$ cat config.mk
export PLATFORM = sky130hd
export DESIGN_NAME = saas_div_pipe
export DESIGN_NICKNAME = d
export VERILOG_FILES = /design/src/design/saas_pkg.sv /design/src/design/saas_div_pipe.sv
export SDC_FILE = /design/constraint.sdc
export NUM_CORES = 2
export LEC_CHECK = 0
export BUFFER_PORTS_ARGS = -buffer_cell sky130_fd_sc_hd__buf_2
export CORE_ASPECT_RATIO = 1.5
export CORE_UTILIZATION = 40
export CTS_CLUSTER_DIAMETER = 120
export DETAILED_ROUTE_END_ITERATION = 16
export GPL_ROUTABILITY_DRIVEN = 0
export SYNTH_ARGS = -nofsm -noshare
export SYNTH_HDL_FRONTEND = slang
export SYNTH_SLANG_ARGS = --single-unit
$ cat constraint.sdc
create_clock -name clk -period 7.5 [get_ports clk]
set_input_delay 0.375 -clock clk [delete_from_list [all_inputs] [get_ports clk]]
set_output_delay 0.375 -clock clk [all_outputs]
set_load 0.03 [all_outputs]
$ cat src/design/saas_pkg.sv
`timescale 1ns / 1ps
// ----------------------------------------------------------------------------
// saas_pkg
// Shared constants, register indexes and log table helpers for the
// asymmetry anomaly scorer.
// ----------------------------------------------------------------------------
package saas_pkg;

  localparam int LOG_TABLE_BITS_DEF = 8;
  localparam int DIV_STEPS = 32;

  localparam int CFG_IDX_W = 3;
  localparam int CFG_DATA_W = 46;

  localparam logic [CFG_IDX_W-1:0] REG_VOLUME_MEDIAN    = 3'd0;
  localparam logic [CFG_IDX_W-1:0] REG_VOLUME_SIGMA     = 3'd1;
  localparam logic [CFG_IDX_W-1:0] REG_ASYM_MEDIAN      = 3'd2;
  localparam logic [CFG_IDX_W-1:0] REG_ASYM_SIGMA       = 3'd3;
  localparam logic [CFG_IDX_W-1:0] REG_VOLUME_THRESHOLD = 3'd4;
  localparam logic [CFG_IDX_W-1:0] REG_ASYM_THRESHOLD   = 3'd5;

  localparam logic [31:0] VOLUME_MEDIAN_RST    = 32'd0;
  localparam logic [31:0] VOLUME_SIGMA_RST     = 32'd256;
  localparam logic [45:0] ASYM_MEDIAN_RST      = 46'd0;
  localparam logic [45:0] ASYM_SIGMA_RST       = 46'd65536;
  localparam logic [15:0] VOLUME_THRESHOLD_RST = 16'd2048;
  localparam logic [15:0] ASYM_THRESHOLD_RST   = 16'd2048;

  localparam logic [29:0] LN2_Q30 = 30'd744261118;

  // log2 of a Q1.31 mantissa in [1,2] as Q.30, bitwise squaring
  function automatic logic [30:0] log2_mant(input logic [63:0] m_in);
    logic [63:0] m;
    logic [30:0] r;
    m = m_in;
    r = '0;
    if (m >= 64'h1_0000_0000) begin
      return 31'h4000_0000;
    end
    for (int i = 29; i >= 0; i--) begin
      m = (m * m) >> 31;
      if (m >= 64'h1_0000_0000) begin
        m = m >> 1;
        r[i] = 1'b1;
      end
    end
    return r;
  endfunction

  function automatic logic [30:0] log_tab_entry(input int k, input int bits);
    logic [63:0] m;
    m = 64'h8000_0000 + (64'(k) << (31 - bits));
    return log2_mant(m);
  endfunction

endpackage

$ cat src/design/saas_div_pipe.sv
`timescale 1ns / 1ps
// ----------------------------------------------------------------------------
// saas_div_pipe
// Pipelined restoring divider, one quotient bit per stage. The caller
// guarantees the quotient fits in QUO_W bits.
// ----------------------------------------------------------------------------
module saas_div_pipe #(
  parameter int NUM_W = 40,
  parameter int DEN_W = 24,
  parameter int QUO_W = saas_pkg::DIV_STEPS
) (
  input  logic             clk,
  input  logic             en,
  input  logic [NUM_W-1:0] num,
  input  logic [DEN_W-1:0] den,
  output logic [QUO_W-1:0] quo
);

  logic [DEN_W-1:0] rem_r [QUO_W];
  logic [DEN_W-1:0] den_r [QUO_W];
  logic [QUO_W-1:0] low_r [QUO_W];
  logic [QUO_W-1:0] quo_r [QUO_W];

  for (genvar k = 0; k < QUO_W; k++) begin : g_step
    logic [DEN_W-1:0] rem_prev;
    logic [DEN_W-1:0] den_prev;
    logic [QUO_W-1:0] low_prev;
    logic [QUO_W-1:0] quo_prev;
    logic [DEN_W:0]   trial;
    logic             ge;

    if (k == 0) begin : g_first
      assign rem_prev = DEN_W'(num[NUM_W-1:QUO_W]);
      assign den_prev = den;
      assign low_prev = num[QUO_W-1:0];
      assign quo_prev = '0;
    end else begin : g_next
      assign rem_prev = rem_r[k-1];
      assign den_prev = den_r[k-1];
      assign low_prev = low_r[k-1];
      assign quo_prev = quo_r[k-1];
    end

    assign trial = {rem_prev, low_prev[QUO_W-1-k]};
    assign ge    = trial >= {1'b0, den_prev};

    always_ff @(posedge clk) begin
      if (en) begin
        rem_r[k] <= ge ? DEN_W'(trial - {1'b0, den_prev}) : trial[DEN_W-1:0];
        den_r[k] <= den_prev;
        low_r[k] <= low_prev;
        quo_r[k] <= {quo_prev[QUO_W-2:0], ge};
      end
    end
  end

  assign quo = quo_r[QUO_W-1];

endmodule

# --- After elaboration in Yosys (flattened, before gate mapping) ---
# Memories as Yosys holds them, arrays and structs flattened.
# Cells that the tools add are included.
word_totals:
  reg_bits: 0
  ram_bits: 3584
  out_inout_bits: 32
  n_memories: 4
mem_list:
  columns: ["memory", "depth", "word_bits", "rd", "rd_clocked_by_memory_dff", "write_ports", "line", "source"]
  rows:
  - ["low_r", 32, 32, 31, 0, 32, "saas_div_pipe.sv:21", "logic [QUO_W-1:0] low_r [QUO_W];"]
  - ["quo_r", 32, 32, 32, 0, 32, "saas_div_pipe.sv:22", "logic [QUO_W-1:0] quo_r [QUO_W];"]
  - ["den_r", 32, 24, 31, 0, 32, "saas_div_pipe.sv:20", "logic [DEN_W-1:0] den_r [QUO_W];"]
  - ["rem_r", 32, 24, 31, 0, 32, "saas_div_pipe.sv:19", "logic [DEN_W-1:0] rem_r [QUO_W];"]
op_classes:
  addsub: 32
  order_cmp: 32
  n_mux: 34
ops:
  columns: ["op", "count"]
  rows:
  - ["$ge A25 B24 Y1", 31]
  - ["$mux W24", 32]
  - ["$sub A24 B24 Y24", 31]
  - ["$ge A9 B24 Y1", 1]
  - ["$sub A9 B24 Y24", 1]
  - ["$mux W1", 2]

# --- Logic depth before layout (Yosys ltp) ---
# An unclocked memory read counts as a cell.
logic_depth:
  word_depth: 3
  mapped_depth: 15

# --- Worst setup path after synthesis ---
# OpenSTA, ideal clock, no wires.
synth_path:
  path_kind: "flip-flop to flip-flop"
  from: "memory den_r[24][1] (netlist: den_r[1][193])"
  to: "memory rem_r[25][17] (netlist: rem_r[1][233]), data pin"
  setup_ps: 260
  arrival_time_ps: 3355
  required_ps: 7240
  setup_slack_ps: 3885
  path_stages_with_launch: 14
  path_buffers: 1
  synth_period_minus_slack_ps: 3615
  path_cell_list: "edfxtp_1 inv_1 ha_1 nor2b_1 o31a_1 or4_4 a31oi_4 o21ai_2 a31o_1 a31o_1 a21o_1 a211oi_4 buf_6 mux2_2"
synth_lines:
  columns: ["element", "line"]
  rows:
  - ["start, declared", "saas_div_pipe.sv:20"]
  - ["end, declared", "saas_div_pipe.sv:19"]

==> results.md <==
- DP Wirelength: 196 mm
- Post-CTS setup repair buffer count: 0
- I/O pin count: 98
- Area leader, netlist: edfxtp_1
- Final period util: 60.7%
- 1st-pass router iterations: 12
- CP Launch Type: flip-flop
- Non-filler cells, final: 13.9k
- Detailed router's first-iteration violation count: 4416
- Worst setup EP type: flip-flop
- Grt ovf: 0
- Mapped Nets: 10.3k
- Flop and latch count out of synthesis: 2512
- P&R area growth vs syn: 12.2%
- Skew-Pair Late Insertion Delay: 0.86 ns
- Largest net degree at the start of global routing: 181
- Main area contributors after synthesis: edfxtp_1 (62%), ha_1 (7.8%), inv_1 (2.9%)
- Most used flip-flop cell after synthesis: edfxtp_1
- Root Buffer: clkbuf_16
- Worst EP arrival: 5.12 ns
- Vias per std cell: 5.30
- WL/cell: 19.2 microns
- Fraction of synthesized cell area taken by the top area cell type: 62.3%
- Die height: 676 microns
- Fin worst setup slack: 2.94 ns
- Worst Hold Class: input pin to flip-flop
- Die extent in x: 451 microns
- # rows: 247
- RSZ-0062 raised after global routing: no
- Power Dens Cells: 423 nW/um^2
- MaxCap Viol Count: 0
- CTS clk-pin slew, worst paths: 0.06 ns
- Antenna violations before repair: 3
- Register area share after synthesis: 62.3%
- Crit Path Category: flip-flop to flip-flop
- Syn Inst Count: 9406
- Hold_ws: 0.211 ns
- Die ar.: 305000 sq um
- Post-synth EDFFs: 2512
- Inserted Clock Buffers: 270
- Syn avg cell area: 12.9 sq um
- Final nets: 10.6k
- Number of fillers in the final layout: 26.8k
- Skew final: 0.0484 ns
- CTS tree: built
- Vias in the first global route: 77.0k
- Core ar.: 302000 sq um
- Final Hold Violating Endpoints: 0
- Vias: 73.7k
- First-pass GRT wire length: 411 mm
- Slew @ Worst Pin: 1.17 ns
- Fmax: 219 MHz
- Final slew viol count: 0
- Ys async rst share: 0%
- YS warnings: 0
- Clock Path Buffers: 4
- DRC Markers: 12
- Share of post-route cells with drive strength above 1: 8.94%
- Synthesized cell area: 121000 sq um
- Final ANT Viol Nets: 0
- H-Tree Depth: 5
- Dpl cells: 13.4k
- Overall global routing resource usage: 17.1%
- CTS Sinks: 2512
- Crit Path Max Fanout: 4
- DRT Wirelength: 267 mm
- Distinct cells, synth: 92
- Dpl ws: 2.91 ns
- Failing checks: DRC
- Max-Slew Margin vs Limit: 20.8%
- Final min period: 4.56 ns
- Top cells by count, synth: edfxtp_1 (2512), inv_1 (944), ha_1 (753)
- Max IR drop VDD: 200 uV
- R2R Setup Slk: 2.94 ns
- Most instantiated library cell after synthesis: edfxtp_1
- Port Buffer Count: 97
- Setup TNS: 0 ns
- Leak: 53.1 nW
- Initial Util: 40.2%
- Final setup violation count: 0
- Outcome: finished, violations left
- Worst path required time: 8.06 ns
## layout make-up
| class | instances | area (sq um) | share of cell area, % |
|---|---|---|---|
| diodes | 6 | 15.0 | 0.0110 |
| clock buffers | 334 | 7170 | 5.27 |
| clock inverters | 135 | 1370 | 1.00 |
| inverters | 945 | 3550 | 2.61 |
| multi-input cells | 5775 | 41700 | 30.6 |
| flip-flops and latches | 2512 | 75400 | 55.5 |
| well taps | 3984 | 4980 | 3.67 |
| repair buffers | 224 | 1770 | 1.30 |
## path summary, 6_finish.rpt
check                                    from       endpoint  depth (start not counted)
worst max-delay path             low_r[1][76]   rem_r[1][94]                         13
worst min-delay path                  num[17]   low_r[0][17]                          2
worst max register to register   low_r[1][76]   rem_r[1][94]                         13
worst min register to register  low_r[0][429]  low_r[0][461]                          0
## per-layer routing
layer / track usage [%] / wire (microns) / vias to the layer above
met2: 35.3 / 154000 / 1632
met5: 0 / 0 / -
met3: 2.31 / 8690 / 847
li1: - / - / 35400
met4: 12.2 / 20000 / 0
met1: 14.5 / 84400 / 35800
## timing repair
| action | in CTS | in global routing |
|---|---|---|
| endpoints found under the hold margin | 88 | 0 |
| hold buffers | 65 | 0 |
| resized for setup | 0 | 0 |
## stage by stage
stage | cell area, sq um | util (%) | power, mW
after floorplan | 121000 | - | 38.0
after global placement | 127000 | 42.0 | 43.6
after detailed placement | 127000 | 42.0 | 44.4
after CTS | 136000 | 45.1 | 57.8
after global routing | 136000 | 45.1 | 60.9
final | 136000 | 45.1 | 57.5
## where the power goes
part / internal [mW] / total (mW) / switching (mW)
logic: 9.70 / 22.9 / 13.2
clock network: 7.69 / 13.1 / 5.42
registers: 19.8 / 21.5 / 1.72
## critical path, cell delays in order (launching register included)
cell       delay, ns
edfxtp_1        0.36
inv_1           0.08
ha_1            0.19
fa_1            0.23
nand2b_1        0.15
a21oi_1         0.08
a2111oi_1       0.84
o22ai_1         0.29
o41ai_1         1.00
o21ai_0         0.28
a41o_1          0.36
a21oi_1         0.19
xor2_1          0.16
o21ai_0         0.08
## cell families after synthesis
kind of cell / Yosys count / share of synthesized area, %
adders and majority gates: 784 / 8.29
xor gates and xnor gates: 578 / 4.18
DFF: 2512 / 62.3
muxes: 325 / 2.99
AOI/OAI and AO/OA: 2169 / 11.3
buffers and inverters: 1119 / 3.51
and+or+nand+nor: 1919 / 7.52
## placed cells by master, fill, tap and decap left out, types with 278 or more instances in the layout
cell / Yosys / routed
nor2_1: 556 / 556
edfxtp_1: 2512 / 2512
clkbuf_16: 0 / 278
nand2_1: 526 / 526
a21o_1: 284 / 284
ha_1: 753 / 753
inv_1: 944 / 944
a21oi_1: 698 / 695
o21ai_0: 510 / 507
xnor2_1: 343 / 343
## registers in the layout, summed over array words and instances (netlist names)
| register | cells |
|---|---|
| quo_r | 528 |
| low_r | 496 |
| den_r | 744 |
| rem_r | 744 |
Power figures use the tool's default switching activity.
